<file path="src/pbfs_pkg.sv">
package pbfs_pkg;

  // Default store depth in 64-bit words
  localparam int STORE_WORDS_DEF = 64;

  // Word index carried between front and back, wide enough for the largest store
  localparam int WORD_INDEX_BITS = 12;

  // Entries in the queue between front and back (power of two)
  localparam int QUEUE_DEPTH = 2;

  // Command codes
  localparam logic [2:0] CMD_APPEND = 3'd0;
  localparam logic [2:0] CMD_DROP   = 3'd1;
  localparam logic [2:0] CMD_WRITE  = 3'd2;
  localparam logic [2:0] CMD_READ   = 3'd3;
  localparam logic [2:0] CMD_CLEAR  = 3'd4;

  // Status codes
  localparam logic STATUS_DONE     = 1'b0;
  localparam logic STATUS_REJECTED = 1'b1;

  // Input item
  typedef struct packed {
    logic [2:0]  cmd;
    logic [11:0] bit_position;
    logic [6:0]  field_width;
    logic [63:0] field_value;
  } cmd_t;

  // Result item
  typedef struct packed {
    logic [63:0] read_value;
    logic [12:0] length_bits;
    logic        status;
  } res_t;

  // Classified operation handed from front to back
  typedef struct packed {
    logic                       wr_en;
    logic                       rd_en;
    logic                       straddle;
    logic [WORD_INDEX_BITS-1:0] word_index;
    logic [5:0]                 offset;
    logic [63:0]                mask;
    logic [63:0]                bits;
    logic [12:0]                length_bits;
    logic                       status;
  } op_t;

  // Back-end sequencer
  typedef enum logic {
    BK_IDLE,
    BK_EXEC
  } bk_state_t;

endpackage

</file>
<file path="src/pbfs_front.sv">
module pbfs_front #(
  parameter int STORE_WORDS = pbfs_pkg::STORE_WORDS_DEF
) (
  input  logic           clk,
  input  logic           rst,
  input  logic           in_valid,
  output logic           in_ready,
  input  pbfs_pkg::cmd_t in_data,
  output logic           q_push,
  output pbfs_pkg::op_t  q_op,
  input  logic           q_ready
);
  import pbfs_pkg::*;

  localparam int CAP = STORE_WORDS * 64;
  localparam int LW  = $clog2(CAP + 1);
  localparam int AW  = $clog2(STORE_WORDS);
  localparam int CW  = ((LW > 13) ? LW : 13) + 1;

  logic [LW-1:0] len;
  logic [LW-1:0] len_next;

  logic [CW-1:0] len_ext;
  logic [CW-1:0] pos_ext;
  logic [CW-1:0] w_ext;
  logic [CW-1:0] field_pos;
  logic          wide;
  logic          rejected;
  logic          mem_wr;
  logic          mem_rd;
  logic [63:0]   mask;
  logic [7:0]    field_end;

  assign in_ready = q_ready;
  assign q_push   = in_valid && q_ready;

  assign len_ext = CW'(len);
  assign pos_ext = CW'(in_data.bit_position);
  assign w_ext   = CW'(in_data.field_width);
  assign wide    = (in_data.field_width > 7'd64);

  // Classify the command: bounds checks, new length, memory action
  always_comb begin
    len_next  = len;
    rejected  = STATUS_DONE;
    mem_wr    = 1'b0;
    mem_rd    = 1'b0;
    field_pos = pos_ext;
    case (in_data.cmd)
      CMD_APPEND: begin
        field_pos = len_ext;
        if (wide || (len_ext + w_ext > CW'(CAP))) begin
          rejected = STATUS_REJECTED;
        end else begin
          len_next = LW'(len_ext + w_ext);
          mem_wr   = (in_data.field_width != '0);
        end
      end
      CMD_DROP: begin
        if (w_ext >= len_ext) begin
          len_next = '0;
        end else begin
          len_next = LW'(len_ext - w_ext);
        end
      end
      CMD_WRITE: begin
        if (wide || (pos_ext + w_ext > len_ext)) begin
          rejected = STATUS_REJECTED;
        end else begin
          mem_wr = (in_data.field_width != '0);
        end
      end
      CMD_READ: begin
        if (wide || (pos_ext + w_ext > len_ext)) begin
          rejected = STATUS_REJECTED;
        end else begin
          mem_rd = (in_data.field_width != '0);
        end
      end
      CMD_CLEAR: begin
        len_next = '0;
      end
      default: begin
        rejected = STATUS_REJECTED;
      end
    endcase
  end

  // Field mask, all ones for a full word
  assign mask = (in_data.field_width >= 7'd64) ? '1
              : ((64'd1 << in_data.field_width[5:0]) - 64'd1);

  // Field runs into the next word
  assign field_end = {2'b00, field_pos[5:0]} + {1'b0, in_data.field_width};

  // Operation for the back end
  always_comb begin
    q_op             = '0;
    q_op.wr_en       = mem_wr;
    q_op.rd_en       = mem_rd;
    q_op.straddle    = (field_end > 8'd64);
    q_op.word_index  = WORD_INDEX_BITS'(field_pos[6 +: AW]);
    q_op.offset      = field_pos[5:0];
    q_op.mask        = mask;
    q_op.bits        = in_data.field_value & mask;
    q_op.length_bits = 13'(CW'(len_next));
    q_op.status      = rejected;
  end

  // Tracked length
  always_ff @(posedge clk) begin
    if (rst) begin
      len <= '0;
    end else if (q_push) begin
      len <= len_next;
    end
  end

`ifndef NO_ASSERTIONS
  a_len_in_capacity: assert property (@(posedge clk) disable iff (rst)
    CW'(len) <= CW'(CAP))
    else $error("length beyond capacity");

  a_reject_keeps_len: assert property (@(posedge clk) disable iff (rst)
    q_push && (rejected == STATUS_REJECTED) |=> len == $past(len))
    else $error("rejected item changed the length");

  a_clear_empties: assert property (@(posedge clk) disable iff (rst)
    q_push && (in_data.cmd == CMD_CLEAR) |=> len == '0)
    else $error("clear left bits in the store");
`endif

endmodule

</file>
<file path="config.mk">
export PLATFORM = sky130hd
export DESIGN_NAME = pbfs_front
export DESIGN_NICKNAME = d
export VERILOG_FILES = /design/src/pbfs_pkg.sv /design/src/pbfs_front.sv
export SDC_FILE = /design/constraint.sdc
export NUM_CORES = 1
export LEC_CHECK = 0
export BUFFER_PORTS_ARGS = -buffer_cell sky130_fd_sc_hd__buf_2
export CAP_MARGIN = 25
export CORE_MARGIN = 4
export CORE_UTILIZATION = 49
export DETAILED_ROUTE_END_ITERATION = 8
export GPL_TIMING_DRIVEN = 1
export PLACE_DENSITY = 0.86
export SLEW_MARGIN = 20
export SYNTH_ARGS = -nofsm -noshare
export SYNTH_HDL_FRONTEND = slang
export SYNTH_SLANG_ARGS = --single-unit
</file>
<file path="constraint.sdc">
create_clock -name clk -period 4.9 [get_ports clk]
set_input_delay 0 -clock clk [delete_from_list [all_inputs] [get_ports clk]]
set_output_delay 0 -clock clk [all_outputs]
set_load 0.005 [all_outputs]
</file>
==> results.sh <==
export IMPL_portBuffers=248
export IMPL_layout_min_cycle_time_ns=3.975
export IMPL_syn_area_um2=4770
export IMPL_clock_sinks=13
export IMPL_htree_levels=1
export IMPL_drt_total_wl_um=19130
export IMPL_max_cap_violations=0
export IMPL_overflow=0
export IMPL_slew_violations=0
export IMPL_p_leak_nw=2.850
export IMPL_path_common_cell="o21ai_0"
export IMPL_synth_seq_area_share_pct=5.456
export IMPL_synth_area_leader_cell="ha_1"
export IMPL_first_pass_iters=5
export IMPL_synth_cell_types=78
export IMPL_syn_inst=750
export IMPL_antenna_found_initial=0
export IMPL_drc=0
export IMPL_synthTopCellsByArea="ha_1 11%, nand2_1 8.7%, and2_1 8.4%"
export IMPL_synth_compound_area_share_pct=31.95
export IMPL_grt_use_total_pct=31.58
export IMPL_path_delay_family="compound AO/OA/AOI/OAI gates"
export IMPL_power_density_nw_per_um2=129.6
export IMPL_worstPathArrival_ns=3.98
export IMPL_crit_type="primary input to output port"
export IMPL_hold_path_class="primary input to output port"
export IMPL_critPathMaxStageDelay_ns=0.53
export IMPL_cp_max_fo=23
export IMPL_tns_ns=0
export IMPL_yosys_area_share_simple_pct=34.89
export IMPL_async_flop_share_pct=0
export IMPL_synthMuxAreaShare_pct=0.6296
export IMPL_vias_per_cell=5.973
export IMPL_crit_chain="buf_2 > inv_1 > fa_1 > nor2b_1 > o21ai_0 > a21boi_0 > o21ai_0 > nand2_1 > a21o_1 > nand2_1 > xnor2_1 > ha_1 > and4_1 > a2111oi_0 > a31oi_1 > o21ai_0 > nand2_1 > o21ai_0 > and2_1 > buf_2"
export IMPL_syn_to_final_growth_pct=27.41
export IMPL_synth_top_cell_area_share_pct=10.76
export IMPL_synth_xor_area_share_pct=5.876
export IMPL_core_area_um2=9371
export IMPL_die_area_um2=11380
export IMPL_grt_max_degree=36
export IMPL_die_h_um=106.7
export IMPL_antenna_left=0
export IMPL_gp_congestion=0.9940
export IMPL_cts_buffers=3
export IMPL_worst_slew_pin_slew_ns=0.8987
export IMPL_synth_fa_ha_area_share_pct=12.43
export IMPL_synthFlopType="dfxtp_1"
export IMPL_vdd_ir_drop_max_mv=0.09292
export IMPL_end_kind="output port"
export IMPL_dp_hpwl_um=15440
export IMPL_ys_ff_latch=13
export IMPL_rows=35
export IMPL_slowest_stage="fa_1"
export IMPL_skew_ns=0.01069
export IMPL_wire_per_inst_um=17.42
export IMPL_avgSynthCellArea_um2=6.359
export IMPL_root_buffer="clkbuf_8"
export IMPL_required_ns=4.90
export IMPL_ys_warn_count=0
export IMPL_synth_edf_count=0
export IMPL_grt_pass1_vias=5827
export IMPL_hold_viol_final=0
export IMPL_setup_viol=0
export IMPL_num_vias=6558
export IMPL_path_buf_inv=3
export IMPL_clkLatencyLatePin_ns=0.25
export IMPL_outcome="finished clean"
export IMPL_pin_count=255
export IMPL_grt_pass1_wl_um=29750
export IMPL_die_w_um=106.7
export IMPL_cts_tree="yes"
export IMPL_critPathLaunchType="primary input"
export IMPL_grt_setup_unrepaired="no"
export IMPL_slew_headroom_pct=40.09
export IMPL_largest_register="len"
export IMPL_power_total_mw=0.7877
export IMPL_initial_core_util_pct=50.89
export IMPL_fin_nets=1105
export IMPL_synth_top_family_by_area="simple AND/OR/NAND/NOR gates"
export IMPL_fin_crit_sh_pct=81.12
export IMPL_drive_gt1_share_pct=29.51
export IMPL_final_area_um2=6077
export IMPL_clk_path_buf_depth=2
export IMPL_place_area_um2=6021
export IMPL_largest_reg_flops=13
export IMPL_post_cts_setup_buffers=0
export IMPL_max_freq_mhz=251.6
export IMPL_dr_first_iter_drc_count=879
export IMPL_reg_largest_list="len: 13 flops"
export IMPL_antenna_cells=0
## final timing paths
path               startpoint        end  slack [ns]  cells after the start
hold reg to reg       len[12]    len[12]        0.63                      2
setup reg to reg       len[6]    len[10]        1.33                     10
setup / recovery  in_data[65]  q_op[162]        0.92                     20
hold / removal        q_ready   in_ready        0.18                      2
## cells in the mapped netlist, types with 10 or more instances
cell and number:
xnor2_1 23, o21a_1 10, o21ai_0 70, buf_4 10, nor2b_1 11, a21o_1 16, nand3_1 21, and2_1 64
a21oi_1 51, nor2_1 57, dfxtp_1 13, nor3_1 16, clkbuf_1 30, ha_1 41, inv_1 38, nand2_1 110
## final cells by class
type                    count  area (um2)
clock buffers               3       41.29
clock inverters             1       5.005
fillers                   900        3294
inverters                  43       161.4
multi-input cells         649        4114
flip-flops and latches     13       260.3
well taps                 129       161.4
repair buffers            260        1334
## power breakdown
part	internal (mW)	switching, mW
logic	0.243	0.327
clock network	0.0564	0.0444
registers	0.110	0.00802
## repair_timing
action,in CTS,in global routing
resized for setup,0,0
setup endpoints to repair,0,0
hold buffers,1,0
hold endpoints to repair,1,0
## logic make-up (layout without fill, tap and decap cells)
family,Yosys count,count (layout)
compound gates,231,231
xor+xnor,32,32
fa+ha+maj,45,45
buf+inv,93,307
flops,13,13
mux,3,3
other cells,1,6
simple gates,332,332
## placed cells by master (no fill, tap or decap), types with 4 or more instances in the layout
| cell type | count |
|---|---|
| o21ai_0 | 70 |
| a21o_1 | 16 |
| ha_1 | 41 |
| o31ai_1 | 4 |
| a31oi_1 | 8 |
| o211ai_1 | 9 |
| xnor2_1 | 23 |
| nand2b_1 | 9 |
| and2_1 | 64 |
| a21oi_1 | 51 |
| or3_1 | 5 |
| nor2b_1 | 11 |
| nor4_1 | 5 |
| nor2_1 | 57 |
| o21a_1 | 10 |
| buf_4 | 11 |
| xor2_1 | 9 |
| nor3b_1 | 4 |
| nand2_1 | 110 |
| buf_2 | 248 |
| inv_1 | 38 |
| dfxtp_1 | 13 |
| nand4_1 | 8 |
| fa_1 | 4 |
| or2_2 | 7 |
| a211oi_1 | 9 |
| and3_1 | 4 |
| nor3_1 | 16 |
| conb_1 | 6 |
| nand3_1 | 21 |
| clkinv_1 | 4 |
## metrics by stage
step | std cells | hold slack [ns] | utilization [%] | setup slack (ns)
after floorplan | 755 | 0.07276 | - | 1.547
after global placement | 1093 | 0.1804 | 64.25 | 1.101
after detailed placement | 1093 | 0.1823 | 64.25 | 0.9892
after CTS | 1098 | 0.1828 | 64.85 | 0.9648
after global routing | 1098 | 0.1847 | 64.85 | 0.4355
final | 1098 | 0.1815 | 64.85 | 0.9249
## routing by layer
| layer | up-vias | wire length, um | global-route usage (%) |
|---|---|---|---|
| met5 | - | 0 | 0 |
| met4 | 0 | 377 | 4.658 |
| met3 | 51 | 2452 | 6.201 |
| met2 | 466 | 8390 | 50.31 |
| met1 | 2964 | 7909 | 44.94 |
| li1 | 3077 | - | - |
No activity file was read; power rests on OpenSTA's default activity.
