## config.mk

```make
export PLATFORM = sky130hd
export DESIGN_NAME = pbfs_queue
export DESIGN_NICKNAME = d
export VERILOG_FILES = /design/src/pbfs_pkg.sv /design/src/pbfs_queue.sv
export SDC_FILE = /design/constraint.sdc
export NUM_CORES = 1
export LEC_CHECK = 0
export ABC_AREA = 1
export BUFFER_PORTS_ARGS = -buffer_cell sky130_fd_sc_hd__buf_2
export CORE_ASPECT_RATIO = 1.75
export CORE_UTILIZATION = 52
export CTS_BUF_LIST = sky130_fd_sc_hd__clkbuf_4 sky130_fd_sc_hd__clkbuf_8 sky130_fd_sc_hd__clkbuf_16
export DETAILED_ROUTE_END_ITERATION = 8
export PLACE_DENSITY_LB_ADDON = 0.25
export SLEW_MARGIN = 20
export SYNTH_ARGS = -nofsm -noshare
export SYNTH_HDL_FRONTEND = slang
export SYNTH_SLANG_ARGS = --single-unit
export TNS_END_PERCENT = 20
```

## constraint.sdc

```tcl
create_clock -name clk -period 10 [get_ports clk]
set_input_delay 0 -clock clk [delete_from_list [all_inputs] [get_ports clk]]
set_output_delay 0 -clock clk [all_outputs]
set_load 0.01 [all_outputs]
```

## src/pbfs_pkg.sv

```systemverilog
package pbfs_pkg;

  // Default store depth in 64-bit words
  localparam int STORE_WORDS_DEF = 64;

  // Word index carried between front and back, wide enough for the largest store
  localparam int WORD_INDEX_BITS = 12;

  // Entries in the queue between front and back (power of two)
  localparam int QUEUE_DEPTH = 2;

  // Command codes
  localparam logic [2:0] CMD_APPEND = 3'd0;
  localparam logic [2:0] CMD_DROP   = 3'd1;
  localparam logic [2:0] CMD_WRITE  = 3'd2;
  localparam logic [2:0] CMD_READ   = 3'd3;
  localparam logic [2:0] CMD_CLEAR  = 3'd4;

  // Status codes
  localparam logic STATUS_DONE     = 1'b0;
  localparam logic STATUS_REJECTED = 1'b1;

  // Input item
  typedef struct packed {
    logic [2:0]  cmd;
    logic [11:0] bit_position;
    logic [6:0]  field_width;
    logic [63:0] field_value;
  } cmd_t;

  // Result item
  typedef struct packed {
    logic [63:0] read_value;
    logic [12:0] length_bits;
    logic        status;
  } res_t;

  // Classified operation handed from front to back
  typedef struct packed {
    logic                       wr_en;
    logic                       rd_en;
    logic                       straddle;
    logic [WORD_INDEX_BITS-1:0] word_index;
    logic [5:0]                 offset;
    logic [63:0]                mask;
    logic [63:0]                bits;
    logic [12:0]                length_bits;
    logic                       status;
  } op_t;

  // Back-end sequencer
  typedef enum logic {
    BK_IDLE,
    BK_EXEC
  } bk_state_t;

endpackage

```

## src/pbfs_queue.sv

```systemverilog
module pbfs_queue (
  input  logic           clk,
  input  logic           rst,
  input  logic           push,
  input  pbfs_pkg::op_t  push_op,
  output logic           ready,
  input  logic           pop,
  output logic           valid,
  output pbfs_pkg::op_t  head
);
  import pbfs_pkg::*;

  localparam int PTR_BITS = (QUEUE_DEPTH > 1) ? $clog2(QUEUE_DEPTH) : 1;
  localparam int CNT_BITS = $clog2(QUEUE_DEPTH + 1);

  op_t                 entries [QUEUE_DEPTH];
  logic [PTR_BITS-1:0] wr_ptr;
  logic [PTR_BITS-1:0] rd_ptr;
  logic [CNT_BITS-1:0] count;

  assign ready = (count != CNT_BITS'(QUEUE_DEPTH));
  assign valid = (count != '0);
  assign head  = entries[rd_ptr];

  // Entry storage
  always_ff @(posedge clk) begin
    if (push) begin
      entries[wr_ptr] <= push_op;
    end
  end

  // Pointers and fill count
  always_ff @(posedge clk) begin
    if (rst) begin
      wr_ptr <= '0;
      rd_ptr <= '0;
      count  <= '0;
    end else begin
      if (push) begin
        wr_ptr <= wr_ptr + PTR_BITS'(1);
      end
      if (pop) begin
        rd_ptr <= rd_ptr + PTR_BITS'(1);
      end
      if (push && !pop) begin
        count <= count + CNT_BITS'(1);
      end else if (pop && !push) begin
        count <= count - CNT_BITS'(1);
      end
    end
  end

endmodule

```

==> flow_summary.yaml, run 1 <==
floorplanning:
  dieWidth_um: 118
  num_rows: 74
  initial_core_util_pct: 52.8
  die_h_um: 205
  core_region_area_mm2: 0.0232
  fp.dieArea_mm2: 0.0242
  pin_count: 332
cts:
  root_buffer: "clkbuf_16"
  cts_made_buffers: 28
  clk_transition_reported_paths_ns: 0.07
  clk_latency_ns: 0.54
  cts.sinks: 331
  clock_path_buffers: 3
  htree_levels: 1
  tritoncts: "done"
pwr:
  vdd_drop_max_mv: 0.245
  powerDensity_mw_per_mm2: 186
  leakagePower_nw: 6.58
timing:
  slew_headroom_pct: 25.9
  min_period_ns: 3.14
  slew_violations: 0
  finalHoldViolCount: 0
  finalSetupViolations: 0
  rsz0062_at_grt: "false"
  fin_crit_sh_pct: 31.4
  finClkSkew_ns: 0.00860
  fin_tns_setup_ns: 0
  tightest_slew_ns: 1.11
  fmax_ghz: 0.318
routing:
  ant_nets: 0
  wl_per_cell_um: 18.8
  wirelength_um: 26000
  viasPerCell: 4.98
  drc: 0
  drt_iter0_drc: 392
  num_vias: 6885
  first_pass_iters: 7
cells_and_area:
  layout.cells.non_filler: 1383
  fillers: 1436
  drive_gt1_share_pct: 51.3
  area_growth_pct: 37.5
  nets: 1224
  fin_area_mm2: 0.0169
placement:
  place_area_mm2: 0.0142
  dp_hpwl_um: 15300
  dp_cells: 1163
  place.gp.congestion: 0.741
  portBuffers: 331
global_route:
  track_usage_pct: 21.0
  grt_overflow_total: 0
  gr-usage-met1_pct: 21.0
  antenna_found_initial: 2
  grt_max_degree: 100
  grt_pass1_vias: 7362
  grt.met2_usage_pct: 40.5
  grt_pass1_wl_um: 38200
  busiest_layer: "met2"
  met3_usage_pct: 3.76
job:
  maxCapViolations: 0
synthesis:
  synth.avg_cell_area_um2: 22.7
  yosysUniqueCellTypes: 16
  syn_nets: 708
  netlist_instances: 540
  synth_seq_cells: 331
  ys_warn_count: 0
  synthesis.area_mm2: 0.0123
  ys_seq_area_share_pct: 80.7
critical_path:
  critPathLaunchType: "register"
  crit_fanout: 52
  worstPathArrival_ns: 3.14
  crit_required_ns: 10.00
  reg2reg_slack_ns: 6.97
  crit_type: "register to output pin"
  endpoint_kind: "output pin"
outcome:
  status: "completed"
hold_path:
  hold_path_class: "input port to register"
==> placed cells by master (no fill, tap or decap) <==
master,n
buf_2,331
edfxtp_1,326
dlygate4sd3_1,167
mux2_2,93
mux2_4,70
clkbuf_16,29
clkbuf_4,11
inv_1,8
nand2_1,7
clkbuf_8,6
buf_4,6
nor2_1,4
dfxtp_1,4
diode_2,2
clkinv_4,2
bufinv_16,2
inv_6,1
nor2_4,1
o21ai_0,1
a21oi_1,1
xnor2_1,1
nor3_1,1
nand3_1,1
nand4_1,1
ha_1,1
dfxtp_4,1
clkinv_1,1
==> cells in the mapped netlist (all sizes together) <==
| cell type | count | area, um2 |
|---|---|---|
| buf | 18 | 146 |
| nor3 | 1 | 5.00 |
| xnor2 | 1 | 8.76 |
| o21ai | 1 | 5.00 |
| inv | 9 | 33.8 |
| ha | 1 | 12.5 |
| nand4 | 1 | 6.26 |
| edfxtp | 326 | 9790 |
| a21oi | 1 | 5.00 |
| nor2 | 5 | 18.8 |
| mux2 | 163 | 2100 |
| nand2 | 7 | 26.3 |
| dfxtp | 5 | 100 |
| nand3 | 1 | 5.00 |
==> layer usage <==
metal	vias to the layer above	share of wire, %
met4	0	4.6
met3	80	5.3
met2	276	57
met1	3358	33
li1	3171	-
met5	-	0
==> area by class of cell <==
class / instances / area, um2 / share of cell area [%]
Antenna cell: 2 / 5.00 / 0.0297
Clock inverter: 5 / 81.3 / 0.482
Sequential cell: 331 / 9890 / 58.7
Tap cell: 304 / 380 / 2.26
Timing Repair Buffer: 504 / 3370 / 20.0
Clock buffer: 46 / 891 / 5.28
Inverter: 9 / 38.8 / 0.230
Multi-Input combinational cell: 182 / 2200 / 13.0
==> worst max-delay path, cell delays in order (launching register included) <==
cell and delay [ns]:
dfxtp_4 0.66, buf_4 0.62, buf_4 0.68, mux2_2 0.43, buf_2 0.15
==> report_power, final <==
group	switching (mW)	internal [mW]	total, mW
combinational	0.181	0.202	0.383
clock	0.464	0.660	1.12
sequential	0.0227	1.61	1.63
total	0.668	2.47	3.14
==> state kept, by name, indices dropped and copies added (netlist names), named ones only <==
register  count
entries     326
rd_ptr        1
wr_ptr        1
count         2
==> cell families after synthesis <==
logic type | count (synthesis) | share of synthesized area, %
AND/OR/NAND/NOR | 15 | 0.500
adder cells (fa/ha/maj) | 1 | 0.102
flip-flops | 331 | 80.7
buffers and inverters | 27 | 1.47
XOR/XNOR | 1 | 0.0714
multiplexers | 163 | 17.1
AO/OA/AOI/OAI | 2 | 0.0816
==> worst paths after layout <==
kind	startpoint	end	cells after the start
max	register	head[58]	4
min	push_op[31]	entries[1][31]$_DFFE_PP_	2
max reg2reg	wr_ptr$_SDFFE_PP0P_	entries[0][43]$_DFFE_PP_	3
min reg2reg	rd_ptr$_SDFFE_PP0P_	rd_ptr$_SDFFE_PP0P_	2
==> per-stage QoR <==
step                      setup WS, ns  hold slack [ns]  total power [mW]  utilization [%]
after floorplan                   2.24           0.0724              1.86                -
after global placement            6.98            0.187              1.98             61.2
after detailed placement          6.98            0.191              1.99             61.2
after CTS                         6.74            0.141              3.16             72.5
after global routing              6.66            0.160              3.24             72.6
final                             6.86            0.174              3.14             72.6
==> timing repair <==
action,4_1_cts,5_1_grt
setup buffers,0,0
hold buffers,167,0
resized for setup,0,0
hold endpoints to repair,346,0
setup endpoints to repair,0,0
Power figures use the tool's default switching activity.
==> run 2, diff against run 1 <==
Settings changed: ABC_AREA 1 to 0, CORE_UTILIZATION 52 to 47.
Clock period 10 ns to 2.68 ns, I/O delays scaled along.
==> run 2 against run 1 <==
Effect of this change:
- clock skew down 0.0030 ns
- first-iteration DRC count shrank 12%
- largest cell class unchanged
- combinational power increased to 4.0 times the previous value
- sequential power rose to 3.8 times the previous value
==> flow_summary.yaml, run 2 <==
outcome:
  status: "completed"
critical_path:
  endpoint_kind: "output pin"
  slowest_delay_ns: 0.63
  crit_required_ns: 2.68
  reg2reg_depth: 2
  worstSetupEndpoint: "head[143]"
  reg2reg_to: "entries[1][10]$_DFFE_PP_"
  crit_fanout: 52
  r2r_start: "wr_ptr$_SDFFE_PP0P_"
  path_cells: "buf_12 -> mux2_2 -> buf_2"
  slowest_stage: "dfxtp_4"
  critPathLaunchType: "register"
  reg2reg_slack_ns: 1.06
  crit_type: "register to output pin"
  worstPathArrival_ns: 2.15
routing:
  first_pass_iters: 4
  num_vias: 6798
  drc: 0
  wirelength_um: 25600
  viasPerCell: 4.90
  wl_per_cell_um: 18.5
  ant_nets: 0
  drt_iter0_drc: 346
global_route:
  antenna_found_initial: 2
  grt_pass1_wl_um: 37800
  grt_max_degree: 87
  grt_overflow_total: 0
  track_usage_pct: 19.0
  grt_pass1_vias: 7352
job:
  maxCapViolations: 0
cts:
  cts.sinks: 331
  clk_transition_reported_paths_ns: 0.07
  htree_levels: 1
  tritoncts: "done"
  clock_path_buffers: 3
  clk_latency_ns: 0.54
  post_cts_buffers: 0
  cts_made_buffers: 28
  root_buffer: "clkbuf_16"
synthesis:
  synth_top_area_share_pct: 80.0
  synth-edff-count: 326
  synth.avg_cell_area_um2: 23.1
  netlist_instances: 529
  yosysUniqueCellTypes: 18
  synth_top_family_by_area: "multiplexers"
  synthesis.area_mm2: 0.0122
  synthAdderAreaFrac_pct: 0.102
  synth-xor-area-share_pct: 0.286
  synth_seq_cells: 331
  ys_seq_area_share_pct: 80.8
  ys_warn_count: 0
  async_reset_ff_share_pct: 0
  yosys-top-cells-area: "edfxtp_1, mux2_4, mux2_2"
  synth-simple-area-share_pct: 0.378
  synthFlopType: "edfxtp_1"
  yosysTopAreaCell: "edfxtp_1"
  yosysMostFrequentCell: "edfxtp_1"
  synth.area.mux_share_pct: 17.1
  synth_compound_gate_area_share_pct: 0.0818
  synthTopCellsByCount: "edfxtp_1, mux2_2, mux2_4, buf_2, buf_6"
  syn_nets: 697
hold_path:
  hold_start: "push_op[62]"
  hold_path_class: "input port to register"
  whs_path_depth: 2
timing:
  setup_slack_ns: 0.535
  fin_crit_sh_pct: 80.1
  finalHoldViolCount: 0
  min_period_ns: 2.15
  finalSetupViolations: 0
  slew_headroom_pct: 62.9
  tightest_slew_ns: 0.557
  slew_violations: 0
  finClkSkew_ns: 0.00562
  rsz0062_at_grt: "false"
  fmax_ghz: 0.466
  hold_slack_ns: 0.178
placement:
  dp_cells: 1168
  place_area_mm2: 0.0143
  dp_slack_ns: 1.05
  place.gp.congestion: 0.743
  dp_hpwl_um: 16000
  portBuffers: 331
cells_and_area:
  top_regs: "entries: 326 flops, count: 2 flops"
  area_growth_pct: 37.9
  nets: 1217
  top_register: "entries"
  largest_register_ff_count: 326
  fin_area_mm2: 0.0169
  drive_gt1_share_pct: 52.0
  final_common_cell: "buf_2"
  layout.cells.non_filler: 1388
  final_cell_mix: "buf_2, edfxtp_1, dlygate4sd3_1, mux2_2, mux2_4"
pwr:
  vdd_drop_max_mv: 0.858
  leakagePower_nw: 6.54
  p_total_mw: 11.6
  powerDensity_mw_per_mm2: 686
floorplanning:
  num_rows: 77
  core_region_area_mm2: 0.0254
  die_h_um: 215
  dieWidth_um: 124
  initial_core_util_pct: 48.1
  fp.dieArea_mm2: 0.0267
  pin_count: 332
run 2: worst min-delay path by stage:
stage | endpoint | slack, ns
global placement | entries[1][16]$_DFFE_PP_ | 0.19
global route | entries[0][26]$_DFFE_PP_ | 0.15
finish | entries[0][62]$_DFFE_PP_ | 0.18
detailed placement | entries[1][7]$_DFFE_PP_ | 0.19
floorplan | wr_ptr$_SDFFE_PP0P_ | 0.06
CTS | entries[0][125]$_DFFE_PP_ | 0.14
run 2: worst max-delay path, delay by kind of cell (launching register included):
kind,cells,cell delay (ns)
flops,1,0.63
mux,1,0.38
buf+inv,2,0.51
run 2: cell families after synthesis:
family | count (synthesis)
compound gates | 2
fa+ha+maj | 1
buf+inv | 19
flops | 331
xor+xnor | 4
simple gates | 9
mux | 163
run 2: metal layers:
| layer | track usage [%] | up-vias | part of all wire (%) |
|---|---|---|---|
| met3 | 3.81 | 62 | 5.6 |
| li1 | - | 3151 | - |
| met2 | 36.6 | 245 | 57 |
| met1 | 18.2 | 3340 | 33 |
| met4 | 9.76 | 0 | 4.5 |
| met5 | 0 | - | 0 |
run 2: area by class of cell:
type                    count  area (um2)
well taps                 316         395
multi-input cells         179        2210
repair buffers            508        3480
inverters                   1        3.75
diodes                      2        5.00
flip-flops and latches    331        9890
clock buffers              37         786
clock inverters            14         101
fillers                  1727        8560
run 2: repair_timing:
action	CTS	global route
endpoints found under the hold margin	331	0
gates resized for setup	0	0
hold buffers	167	0
run 2: per-stage QoR:
stage	setup TNS, ns	util (%)
finish	0	66.4
global route	0	66.4
CTS	0	66.3
detailed placement	0	56.3
global placement	0	56.3
floorplan	-100.89	-
run 2: where the power goes:
group | total [mW] | internal (mW) | switching (mW)
combinational | 1.53 | 0.809 | 0.717
clock | 3.91 | 2.16 | 1.75
sequential | 6.13 | 6.04 | 0.0908
total | 11.6 | 9.01 | 2.56
